<file path="src/hdl/rth_pkg.sv">
`timescale 1ns / 1ps
`default_nettype none

package rth_pkg;

   // Default widths
   localparam int DEFAULT_COLOR_BITS    = 8;
   localparam int DEFAULT_HUE_FRAC_BITS = 6;

   // Hue constants in whole degrees
   localparam int DEG_SEXTANT = 60;
   localparam int DEG_GREEN   = 120;
   localparam int DEG_BLUE    = 240;
   localparam int DEG_FULL    = 360;

   // Which component is largest (ties: red, then green)
   typedef enum logic [1:0] {
      SEL_RED   = 2'd0,
      SEL_GREEN = 2'd1,
      SEL_BLUE  = 2'd2
   } sextant_type;

   // Per-item control that travels beside the dividers
   typedef struct packed {
      sextant_type sel;
      logic        hue_neg;
      logic        chroma_zero;
      logic        value_zero;
   } rth_ctrl_type;

endpackage

`default_nettype wire

</file>
<file path="src/hdl/rth_front.sv">
`timescale 1ns / 1ps
`default_nettype none

module rth_front
   import rth_pkg::*;
#(
   parameter int COLOR_BITS    = DEFAULT_COLOR_BITS,
   parameter int HUE_FRAC_BITS = DEFAULT_HUE_FRAC_BITS,
   localparam int HW = COLOR_BITS + 6 + HUE_FRAC_BITS,
   localparam int SW = 2 * COLOR_BITS
) (
   input  wire logic                  clock,
   input  wire logic                  reset,
   input  wire logic                  in_valid,
   output logic                       in_ready,
   input  wire logic [COLOR_BITS-1:0] red,
   input  wire logic [COLOR_BITS-1:0] green,
   input  wire logic [COLOR_BITS-1:0] blue,
   output logic                       out_valid,
   input  wire logic                  out_ready,
   output logic [HW-1:0]              hue_num,
   output logic [COLOR_BITS-1:0]      chroma,
   output logic [SW-1:0]              sat_num,
   output logic [COLOR_BITS-1:0]      value,
   output rth_ctrl_type               ctrl
);

   localparam int CB = COLOR_BITS;

   // Stage 1: max, min and sextant select
   logic          v1_ff;
   logic [CB-1:0] r1_ff, g1_ff, b1_ff, mx1_ff, mn1_ff;
   logic [CB-1:0] mx1_in, mn1_in;
   sextant_type   sel1_ff, sel1_in;

   // Stage 2: chroma, sextant difference and dividends
   logic          v2_ff;
   logic [HW-1:0] hnum2_ff, hnum2_in;
   logic [SW-1:0] snum2_ff, snum2_in;
   logic [CB-1:0] c2_ff, c2_in, mx2_ff;
   rth_ctrl_type  ctrl2_ff, ctrl2_in;

   logic en1, en2;
   logic signed [CB:0] diff;
   logic [CB-1:0]      mag;

   assign en2      = !v2_ff || out_ready;
   assign en1      = !v1_ff || en2;
   assign in_ready = en1;

   // Largest and smallest component
   always_comb begin
      if (red >= green && red >= blue) begin
         sel1_in = SEL_RED;
         mx1_in  = red;
      end else if (green >= blue) begin
         sel1_in = SEL_GREEN;
         mx1_in  = green;
      end else begin
         sel1_in = SEL_BLUE;
         mx1_in  = blue;
      end
      mn1_in = red;
      if (green < mn1_in) mn1_in = green;
      if (blue < mn1_in) mn1_in = blue;
   end

   // Chroma, signed difference, |diff| * 60 * 2^F and chroma * full scale
   always_comb begin
      c2_in = mx1_ff - mn1_ff;
      case (sel1_ff)
         SEL_RED:   diff = $signed({1'b0, g1_ff}) - $signed({1'b0, b1_ff});
         SEL_GREEN: diff = $signed({1'b0, b1_ff}) - $signed({1'b0, r1_ff});
         SEL_BLUE:  diff = $signed({1'b0, r1_ff}) - $signed({1'b0, g1_ff});
         default:   diff = '0;
      endcase
      mag      = diff[CB] ? CB'(-diff) : diff[CB-1:0];
      hnum2_in = (HW'(mag) << (6 + HUE_FRAC_BITS)) - (HW'(mag) << (2 + HUE_FRAC_BITS));
      snum2_in = (SW'(c2_in) << CB) - SW'(c2_in);
      ctrl2_in.sel         = sel1_ff;
      ctrl2_in.hue_neg     = diff[CB];
      ctrl2_in.chroma_zero = (c2_in == '0);
      ctrl2_in.value_zero  = (mx1_ff == '0);
   end

   // Control registers
   always_ff @(posedge clock) begin
      if (reset) begin
         v1_ff <= 1'b0;
         v2_ff <= 1'b0;
      end else begin
         if (en1) v1_ff <= in_valid;
         if (en2) v2_ff <= v1_ff;
      end
   end

   // Payload registers
   always_ff @(posedge clock) begin
      if (en1) begin
         r1_ff   <= red;
         g1_ff   <= green;
         b1_ff   <= blue;
         mx1_ff  <= mx1_in;
         mn1_ff  <= mn1_in;
         sel1_ff <= sel1_in;
      end
      if (en2) begin
         hnum2_ff <= hnum2_in;
         snum2_ff <= snum2_in;
         c2_ff    <= c2_in;
         mx2_ff   <= mx1_ff;
         ctrl2_ff <= ctrl2_in;
      end
   end

   assign out_valid = v2_ff;
   assign hue_num   = hnum2_ff;
   assign chroma    = c2_ff;
   assign sat_num   = snum2_ff;
   assign value     = mx2_ff;
   assign ctrl      = ctrl2_ff;

endmodule

`default_nettype wire

</file>
<file path="src/hdl/rth_div_pipe.sv">
`timescale 1ns / 1ps
`default_nettype none

module rth_div_pipe
   import rth_pkg::*;
#(
   parameter int COLOR_BITS    = DEFAULT_COLOR_BITS,
   parameter int HUE_FRAC_BITS = DEFAULT_HUE_FRAC_BITS,
   localparam int HW = COLOR_BITS + 6 + HUE_FRAC_BITS,
   localparam int SW = 2 * COLOR_BITS,
   localparam int QH = 6 + HUE_FRAC_BITS
) (
   input  wire logic                  clock,
   input  wire logic                  reset,
   input  wire logic                  in_valid,
   output logic                       in_ready,
   input  wire logic [HW-1:0]         hue_num,
   input  wire logic [COLOR_BITS-1:0] chroma,
   input  wire logic [SW-1:0]         sat_num,
   input  wire logic [COLOR_BITS-1:0] value,
   input  wire rth_ctrl_type          ctrl_i,
   output logic                       out_valid,
   input  wire logic                  out_ready,
   output logic [QH-1:0]              hue_quot,
   output logic [COLOR_BITS-1:0]      sat_quot,
   output logic [COLOR_BITS-1:0]      value_o,
   output rth_ctrl_type               ctrl_o
);

   localparam int CB    = COLOR_BITS;
   localparam int DEPTH = (QH > CB) ? QH : CB;

   // One restoring step of each division per stage, both ending together
   typedef struct packed {
      logic [HW-1:0] hrem;
      logic [QH-1:0] hq;
      logic [CB-1:0] hd;
      logic [SW-1:0] srem;
      logic [CB-1:0] sq;
      logic [CB-1:0] sd;
      rth_ctrl_type  ctrl;
   } stage_type;

   stage_type stage_ff [DEPTH];
   stage_type stage_in [DEPTH];
   stage_type stage_src [DEPTH];
   logic      v_ff [DEPTH];
   logic      en [DEPTH];

   for (genvar s = 0; s < DEPTH; s++) begin : g_stage
      localparam int BIT = DEPTH - 1 - s;

      // Stage input and flow control
      if (s == 0) begin : g_first
         always_comb begin
            stage_src[s].hrem = hue_num;
            stage_src[s].hq   = '0;
            stage_src[s].hd   = chroma;
            stage_src[s].srem = sat_num;
            stage_src[s].sq   = '0;
            stage_src[s].sd   = value;
            stage_src[s].ctrl = ctrl_i;
         end
      end else begin : g_next
         assign stage_src[s] = stage_ff[s-1];
      end

      if (s == DEPTH - 1) begin : g_last_en
         assign en[s] = !v_ff[s] || out_ready;
      end else begin : g_mid_en
         assign en[s] = !v_ff[s] || en[s+1];
      end

      // Compare against shifted divisor, subtract and set quotient bit
      always_comb begin
         logic [HW-1:0] htrial;
         logic [SW-1:0] strial;
         stage_in[s] = stage_src[s];
         htrial = HW'(stage_src[s].hd) << BIT;
         strial = SW'(stage_src[s].sd) << BIT;
         if (BIT < QH && stage_src[s].hrem >= htrial) begin
            stage_in[s].hrem = stage_src[s].hrem - htrial;
            stage_in[s].hq   = stage_src[s].hq | (QH'(1) << BIT);
         end
         if (BIT < CB && stage_src[s].srem >= strial) begin
            stage_in[s].srem = stage_src[s].srem - strial;
            stage_in[s].sq   = stage_src[s].sq | (CB'(1) << BIT);
         end
      end

      always_ff @(posedge clock) begin
         if (reset) begin
            v_ff[s] <= 1'b0;
         end else if (en[s]) begin
            v_ff[s] <= (s == 0) ? in_valid : v_ff[(s == 0) ? 0 : s - 1];
         end
      end

      always_ff @(posedge clock) begin
         if (en[s]) begin
            stage_ff[s] <= stage_in[s];
         end
      end
   end

   assign in_ready  = en[0];
   assign out_valid = v_ff[DEPTH-1];
   assign hue_quot  = stage_ff[DEPTH-1].hq;
   assign sat_quot  = stage_ff[DEPTH-1].sq;
   assign value_o   = stage_ff[DEPTH-1].sd;
   assign ctrl_o    = stage_ff[DEPTH-1].ctrl;

endmodule

`default_nettype wire

</file>
<file path="src/hdl/rth_back.sv">
`timescale 1ns / 1ps
`default_nettype none

module rth_back
   import rth_pkg::*;
#(
   parameter int COLOR_BITS    = DEFAULT_COLOR_BITS,
   parameter int HUE_FRAC_BITS = DEFAULT_HUE_FRAC_BITS,
   localparam int QH    = 6 + HUE_FRAC_BITS,
   localparam int HUE_W = 9 + HUE_FRAC_BITS
) (
   input  wire logic                  clock,
   input  wire logic                  reset,
   input  wire logic                  in_valid,
   output logic                       in_ready,
   input  wire logic [QH-1:0]         hue_quot,
   input  wire logic [COLOR_BITS-1:0] sat_quot,
   input  wire logic [COLOR_BITS-1:0] value,
   input  wire rth_ctrl_type          ctrl,
   output logic                       out_valid,
   input  wire logic                  out_ready,
   output logic [HUE_W-1:0]           hue,
   output logic [COLOR_BITS-1:0]      saturation,
   output logic [COLOR_BITS-1:0]      brightness
);

   localparam int HT = HUE_W + 1;

   logic                   v_ff;
   logic [HUE_W-1:0]       hue_ff, hue_in;
   logic [COLOR_BITS-1:0]  sat_ff, sat_in, bright_ff;
   logic signed [HT-1:0]   term, offset, sum, wrapped;
   logic                   en;

   assign en       = !v_ff || out_ready;
   assign in_ready = en;

   // Sign the sextant term, add the sextant offset, wrap negatives by 360
   always_comb begin
      term = ctrl.hue_neg ? -$signed(HT'(hue_quot)) : $signed(HT'(hue_quot));
      case (ctrl.sel)
         SEL_RED:   offset = '0;
         SEL_GREEN: offset = $signed(HT'(DEG_GREEN) << HUE_FRAC_BITS);
         SEL_BLUE:  offset = $signed(HT'(DEG_BLUE) << HUE_FRAC_BITS);
         default:   offset = '0;
      endcase
      sum     = term + offset;
      wrapped = sum[HT-1] ? sum + $signed(HT'(DEG_FULL) << HUE_FRAC_BITS) : sum;
      hue_in  = ctrl.chroma_zero ? '0 : wrapped[HUE_W-1:0];
      sat_in  = ctrl.value_zero ? '0 : sat_quot;
   end

   always_ff @(posedge clock) begin
      if (reset) begin
         v_ff <= 1'b0;
      end else if (en) begin
         v_ff <= in_valid;
      end
   end

   // Output register
   always_ff @(posedge clock) begin
      if (en) begin
         hue_ff    <= hue_in;
         sat_ff    <= sat_in;
         bright_ff <= value;
      end
   end

   assign out_valid  = v_ff;
   assign hue        = hue_ff;
   assign saturation = sat_ff;
   assign brightness = bright_ff;

endmodule

`default_nettype wire

</file>
<file path="src/hdl/rgb_to_hsv_converter.sv">
// RGB to HSV pixel converter.
// Input channel req_*: one pixel per item, red, green and blue packed in
// req_tdata from the lowest bits up. Result channel rsp_*: hue (degrees with
// HUE_FRAC_BITS fraction bits), saturation (chroma * full scale / value,
// floored) and brightness (largest component), packed in rsp_tdata.
// Both channels transfer an item when tvalid and tready are high together.
// Throughput: one pixel per clock while rsp_tready is held high. The
// pipeline holds two restoring dividers (hue term and saturation), which
// resolve one quotient bit per pipeline stage, plus two front stages and
// the output register.
// Every stage holds its own valid bit and advances when the stage after it
// is empty or moving, so empty stages fill while the receiver stalls and
// input is taken until the whole pipeline is full; nothing is lost or
// repeated. A synchronous reset clears all valid bits; no pixel state is
// kept between items.
`timescale 1ns / 1ps
`default_nettype none

module rgb_to_hsv_converter
   import rth_pkg::*;
#(
   parameter int COLOR_BITS    = DEFAULT_COLOR_BITS,
   parameter int HUE_FRAC_BITS = DEFAULT_HUE_FRAC_BITS,
   localparam int HUE_W = 9 + HUE_FRAC_BITS,
   localparam int REQ_W = ((3 * COLOR_BITS + 7) / 8) * 8,
   localparam int RSP_W = ((HUE_W + 2 * COLOR_BITS + 7) / 8) * 8
) (
   input  wire logic             clock,
   input  wire logic             reset,
   input  wire logic             req_tvalid,
   output logic                  req_tready,
   input  wire logic [REQ_W-1:0] req_tdata,   // red, green, blue
   output logic                  rsp_tvalid,
   input  wire logic             rsp_tready,
   output logic [RSP_W-1:0]      rsp_tdata    // hue, saturation, brightness
);

   localparam int CB = COLOR_BITS;
   localparam int HW = CB + 6 + HUE_FRAC_BITS;
   localparam int SW = 2 * CB;
   localparam int QH = 6 + HUE_FRAC_BITS;

   logic [CB-1:0]    red, green, blue;
   logic             f_valid, f_ready, d_valid, d_ready;
   logic [HW-1:0]    hue_num;
   logic [SW-1:0]    sat_num;
   logic [CB-1:0]    chroma, f_value, d_value, sat_quot;
   logic [QH-1:0]    hue_quot;
   rth_ctrl_type     f_ctrl, d_ctrl;
   logic [HUE_W-1:0] hue;
   logic [CB-1:0]    saturation, brightness;

   assign red   = req_tdata[CB-1:0];
   assign green = req_tdata[2*CB-1:CB];
   assign blue  = req_tdata[3*CB-1:2*CB];

   // Max/min, chroma and dividends
   rth_front #(
      .COLOR_BITS   (COLOR_BITS),
      .HUE_FRAC_BITS(HUE_FRAC_BITS)
   ) u_front (
      .clock    (clock),
      .reset    (reset),
      .in_valid (req_tvalid),
      .in_ready (req_tready),
      .red      (red),
      .green    (green),
      .blue     (blue),
      .out_valid(f_valid),
      .out_ready(f_ready),
      .hue_num  (hue_num),
      .chroma   (chroma),
      .sat_num  (sat_num),
      .value    (f_value),
      .ctrl     (f_ctrl)
   );

   // Pipelined hue and saturation dividers
   rth_div_pipe #(
      .COLOR_BITS   (COLOR_BITS),
      .HUE_FRAC_BITS(HUE_FRAC_BITS)
   ) u_div (
      .clock    (clock),
      .reset    (reset),
      .in_valid (f_valid),
      .in_ready (f_ready),
      .hue_num  (hue_num),
      .chroma   (chroma),
      .sat_num  (sat_num),
      .value    (f_value),
      .ctrl_i   (f_ctrl),
      .out_valid(d_valid),
      .out_ready(d_ready),
      .hue_quot (hue_quot),
      .sat_quot (sat_quot),
      .value_o  (d_value),
      .ctrl_o   (d_ctrl)
   );

   // Hue offset and wrap, output register
   rth_back #(
      .COLOR_BITS   (COLOR_BITS),
      .HUE_FRAC_BITS(HUE_FRAC_BITS)
   ) u_back (
      .clock     (clock),
      .reset     (reset),
      .in_valid  (d_valid),
      .in_ready  (d_ready),
      .hue_quot  (hue_quot),
      .sat_quot  (sat_quot),
      .value     (d_value),
      .ctrl      (d_ctrl),
      .out_valid (rsp_tvalid),
      .out_ready (rsp_tready),
      .hue       (hue),
      .saturation(saturation),
      .brightness(brightness)
   );

   assign rsp_tdata = RSP_W'({brightness, saturation, hue});

endmodule

`default_nettype wire

</file>
<file path="config.mk">
export PLATFORM = sky130hd
export DESIGN_NAME = rgb_to_hsv_converter
export DESIGN_NICKNAME = d
export VERILOG_FILES = /design/src/hdl/rth_pkg.sv /design/src/hdl/rth_front.sv /design/src/hdl/rth_div_pipe.sv /design/src/hdl/rth_back.sv /design/src/hdl/rgb_to_hsv_converter.sv
export SDC_FILE = /design/constraint.sdc
export NUM_CORES = 1
export LEC_CHECK = 0
export ABC_AREA = 1
export BUFFER_PORTS_ARGS = -buffer_cell sky130_fd_sc_hd__buf_2
export CORE_AREA = 4 4 238 287
export CTS_CLUSTER_SIZE = 25
export DETAILED_ROUTE_END_ITERATION = 16
export DIE_AREA = 0 0 242 291
export PLACE_DENSITY = 0.77
export SYNTH_ARGS = -nofsm -noshare
export SYNTH_HDL_FRONTEND = slang
export SYNTH_SLANG_ARGS = --single-unit
</file>
<file path="constraint.sdc">
create_clock -name clock -period 7.8 [get_ports clock]
set_input_delay 0.78 -clock clock [delete_from_list [all_inputs] [get_ports clock]]
set_output_delay 0.78 -clock clock [all_outputs]
set_load 0.05 [all_outputs]
</file>
# Yosys cells after proc, flatten, opt, wreduce, memory -nomap -nowiden
# Memory sizes are Yosys's and may differ from the RTL's.
# Cells that the tools add are included.
# classes
eq_ne,4
n_lt_le_gt_ge,25
mux,92
reduce_logical,34
n_addsub,30
bitwise_logic,12
# ops
op,n
32-bit 2-to-1 mux,12
24-bit 2-to-1 mux,8
1-bit 2-to-1 mux,62
8-bit 2-to-1 mux,5
20-bit by 16-bit subtractor with 20-bit output,2
16-bit by 8-bit subtractor with 16-bit output,2
14-bit case mux with 2 select lines,1
9-bit case mux with 3 select lines,1
8-bit by 8-bit subtractor with 9-bit output,3
8-bit >= comparator,3
20-bit by 10-bit >= comparator with 1-bit output,1
20-bit by 11-bit >= comparator with 1-bit output,1
20-bit by 12-bit >= comparator with 1-bit output,1
20-bit by 13-bit >= comparator with 1-bit output,1
20-bit by 14-bit >= comparator with 1-bit output,1
20-bit by 15-bit >= comparator with 1-bit output,1
20-bit by 16-bit >= comparator with 1-bit output,1
20-bit by 17-bit >= comparator with 1-bit output,1
20-bit by 18-bit >= comparator with 1-bit output,1
20-bit by 19-bit >= comparator with 1-bit output,1
20-bit by 8-bit >= comparator with 1-bit output,1
20-bit by 9-bit >= comparator with 1-bit output,1
20-bit by 10-bit subtractor with 20-bit output,1
20-bit by 11-bit subtractor with 20-bit output,1
other kinds (41),84
# word_totals
input_bits,28
memories,2
out_inout_bits,34
word_cells,219
ff_bits,133
ramBits,936
# mem_list
name,words,word_bits,rd,rd_clocked_by_memory_dff,wr,line,text
u_div.stage_ff,12,77,12,0,12,rth_div_pipe.sv:44,stage_type stage_ff [DEPTH];
u_div.v_ff,12,1,12,0,12,rth_div_pipe.sv:47,logic v_ff [DEPTH];

# Depth between registers and ports, before layout
# logic_depth
word_depth,18
depth_mapped,25
mapped_depth_nobuf,25

# Hierarchy
# From an unflattened synthesis, not the netlist that was laid out.
# hier_totals
hier_cells,4245
area_unflattened_um2,45389.8
# by_module_without_submodules
mod,instances,seq_area_each_um2,cells_per_inst,area_each_um2
rth_div_pipe,1,23002.1,3300,36957.9
rth_front,1,2742.6,739,6543.8
rth_back,1,950.9,204,1876.8
rgb_to_hsv_converter,1,0.0,2,11.3

# Worst setup path after synthesis
# Ideal clock, no wire load.
# synth_path
path_kind,input-to-output
from,input port rsp_tready
to,output port req_tready
required_ps,7020
stages,16
n_path_buf,0
t_arrival_ps,5503
path_slack_ps,1517
path_cell_list,nor2_2 inv_2 nor2_4 nand2_4 nor2_4 nand2_4 nor2_4 nand2_4 nor2_4 nand2_4 nor2_4 nand2_4 nor2_4 nand2_4 nor2_4 nand2_2
# synth_rtl
element,line,text
from (decl),rgb_to_hsv_converter.sv:34,"input wire logic rsp_tready,"
to (decl),rgb_to_hsv_converter.sv:31,"output logic req_tready,"

==> results.md <==
- Synth Net Count: 3658
- Synth async-reset ratio: 0%
- Worst reg2reg endpoint: u_front.sat_num[12]$_DFFE_PP_
- Worst vdd ir: roughly 240 uV
- Fin crit share: between 70% and 80%
- Hold_ws: 0.3594 ns
- Worst EP required: 7.02 ns
- Met3 Usage GRT: 2.451%
- Final Skew: 0.02673 ns
- Crit Path Max Fanout: 57
- Commonest non-fill, non-tap cells in the layout: edfxtp_1, inv_1, nand2_1, nor2_1, ha_1
- First-pass detailed-route iteration total: 5
- Worst min-delay path class: in -> reg
- Crit-path most repeated cell: nor2_4
- Die W: 242 um
- Placer congestion estimate: 0.9570
- WL/cell: 14.77 um
- Largest net degree at the start of global routing: 75
- CTS Buffer Depth: 3
- CP Data Arrival Time: 4.86 ns
- Critical Setup Path Class: reg -> out
- Pwr/cell area: 443.6 nW/um2
- Vias: 23270
- Rel. slew slack: 34.47%
- Post-synthesis sequential area ratio: between 60% and 70%
- RSZ-0062 raised after global routing: no
- Final setup fails: 0
- Total CTS buffers: 79
- Post-synth top flop: edfxtp_1
- Post-CTS Resized: 0
- Most common cell after layout, fill and taps aside: edfxtp_1
- Clock sink total: 819
- Site Rows: between 100 and 150
- Final count of hold timing violations: 0
- CTS Root Cell: clkbuf_16
- Vias in the first global route: 23390
- Worst r2r src: u_back.out_valid$_SDFFE_PP0P_
- CP endpoint kind: output port
- Dpl hpwl: 47.74 mm
- Netlist cell types: 58
- First-pass GRT wire length: 106.4 mm
- Diode count: 0
- Setup bufs post-CTS: 0
- P&R area growth vs syn: 9.981%
- Mapped cell area: 39080 um2
- CTS H-tree depth: 3
- Antenna violations before repair: 0
- Leakage: 0.01834 uW
- Maxcap violations: 0
- DR iter-0 viols: 1061
- Routed wire length: ~65 mm
- Slew @ Worst Pin: 0.9794 ns
- Cts hold-fix bufs: 0
- Layer with the highest usage: met2
- Met2 Track Usage GR: 37.77%
- Cell Chain, Critical Path: inv_1 > nor2_2 > inv_2 > nor2_4 > nand2_4 > nor2_4 > nand2_4 > nor2_4 > nand2_4 > nor2_4 > nand2_4 > nor2_4 > nand2_4 > nor2_4 > nand2_4 > nor2_4 > nand2_2 > buf_4 > buf_2
- Port-buffer cells: 60
- Core area: 65470 um2
- Post-synth EDFFs: between 800 and 900
- CP max stage delay: 0.39 ns
- Fraction of layout instances using a drive strength above 1: 7.055%
- Number of synthesized register bits: just over 800
- Remaining antenna violation count: 0
- Clock Latency Late Sink: about 0.62 ns
- Initial core utilization: 59.70%
- Overflow after GRT: 0
- Final Max Tran Viols: 0
- DR vias/cell: about 5.3
- Reg2Reg Setup Slack: 3.48 ns
- Final Critical Period: 5.643 ns
- CP startpoint kind: register
- GRT Resource Usage Total: between 10% and 20%
- Setup TNS: 0 ns
- Clock Pin Slew Worst Setup and Hold Paths: 0.07 ns
- Max Fclk: 0.1772 GHz
- Post-Synthesis Cells: 3370
- Setup crit start: u_back.out_valid$_SDFFE_PP0P_
- TritonCTS clock tree: built
- DRC Markers: 0
- Nets@finish: 3781
- Final design utilization: 65.66%
- Die ar.: 70420 um2
- R2R depth: 18
- CP endpoint: req_tready
- Status: finished, final reports clean
- Critical path's slowest cell: nand2_4
- # IOs: 62
- Chip height: 291 um
- Syn. warnings: 0
- Avg Inst Size Synth: 11.60 um2
- M1 GR Usage: approximately 18%
-- cells in the mapped netlist, types with 22 or more instances --
cell type / number / area share [%]
nor2_1: 297 / 2.9
nor4_1: 22 / 0.35
nand3_1: 122 / 1.6
a21oi_1: 231 / 3.0
fa_1: 23 / 1.2
nand2_1: 452 / 4.3
edfxtp_1: 816 / 63
nor3_1: 54 / 0.69
o21ai_0: 156 / 2.0
ha_1: 237 / 7.6
xor2_1: 117 / 2.6
nand4_1: 37 / 0.59
xnor2_1: 79 / 1.8
clkbuf_1: 22 / 0.21
inv_1: 536 / 5.1
-- worst max-delay path, delay by kind of cell (launching register included) --
kind	cells	cell delay (ns)
AND/OR/NAND/NOR	15	2.95
buffers and inverters	4	0.91
flip-flops	1	0.32
-- registers in the layout (all words and copies together) (netlist names), 8 cells and up --
| signal | count |
|---|---|
| u_back.brightness | 8 |
| u_back.hue | 15 |
| u_back.saturation | 8 |
| u_div.stage_ff | 683 |
| u_div.v_ff | 12 |
| u_front.b1_ff | 8 |
| u_front.chroma | 8 |
| u_front.g1_ff | 8 |
| u_front.hue_num | 12 |
| u_front.mn1_ff | 8 |
| u_front.mx1_ff | 8 |
| u_front.r1_ff | 8 |
| u_front.sat_num | 15 |
| u_front.value | 8 |
-- per-layer routing --
layer / wire length [um] / part of all wire, % / up-vias
li1: - / - / 11850
met1: 23150 / 36 / 10850
met2: 37240 / 57 / 404
met3: 1887 / 2.9 / 167
met4: 2695 / 4.1 / 0
met5: 0 / 0 / -
-- how the worst min path moves through the flow --
| stage | cells after the start | slack (ns) | from | end |
|---|---|---|---|---|
| 6_report | 1 | 0.36 | req_tdata[0] | u_front.r1_ff[0]$_DFFE_PP_ |
| 5_1_grt | 1 | 0.34 | req_tdata[0] | u_front.r1_ff[0]$_DFFE_PP_ |
| 3_3_place_gp | 0 | 0.40 | u_div.stage_ff[2][168]$_SDFFCE_PN1P_ | u_div.stage_ff[2][245]$_DFFE_PP_ |
| 2_1_floorplan | 0 | 0.40 | u_div.stage_ff[2][236]$_DFFE_PP_ | u_back.brightness[0]$_DFFE_PP_ |
| 3_5_place_dp | 0 | 0.40 | u_div.stage_ff[2][236]$_DFFE_PP_ | u_back.brightness[0]$_DFFE_PP_ |
| 4_1_cts | 1 | 0.32 | req_tdata[0] | u_front.r1_ff[0]$_DFFE_PP_ |
-- cell type report --
type	instances	area, um2
multi-input combinational	1978	12350
timing repair buffer	72	390.4
sequential	819	24560
fill	4670	22480
clock inverter	55	546.8
inverter	543	2038
tap	840	1051
clock buffer	91	2043
-- report_power, final --
| group | switching, uW | total (uW) | internal, uW |
|---|---|---|---|
| combinational | 4250 | 7130 | 2880 |
| clock | 1580 | 3750 | 2170 |
| sequential | 869 | 8180 | 7310 |
-- metrics by stage --
step	instance area (um2)	setup slack, ns	cells	total power (uW)
finish	42990	2.157	4398	19070
global route	42990	1.654	4398	20490
CTS	42990	1.995	4398	19160
detailed placement	40400	2.147	4252	15260
global placement	40400	2.242	4252	14930
floorplan	39090	1.517	3370	13630
-- logic make-up after synthesis --
| logic type | after synthesis | synth area share, % |
|---|---|---|
| AND/OR/NAND/NOR | 1043 | 11.62 |
| flip-flops | 819 | 62.85 |
| buffers and inverters | 573 | 5.548 |
| AO/OA/AOI/OAI | 474 | 6.681 |
| adder cells (fa/ha/maj) | 260 | 8.765 |
| XOR/XNOR | 198 | 4.475 |
| multiplexers | 2 | 0.05762 |
| other | 1 | 0.009594 |
Note: power is estimated with default switching activity, not from simulation.
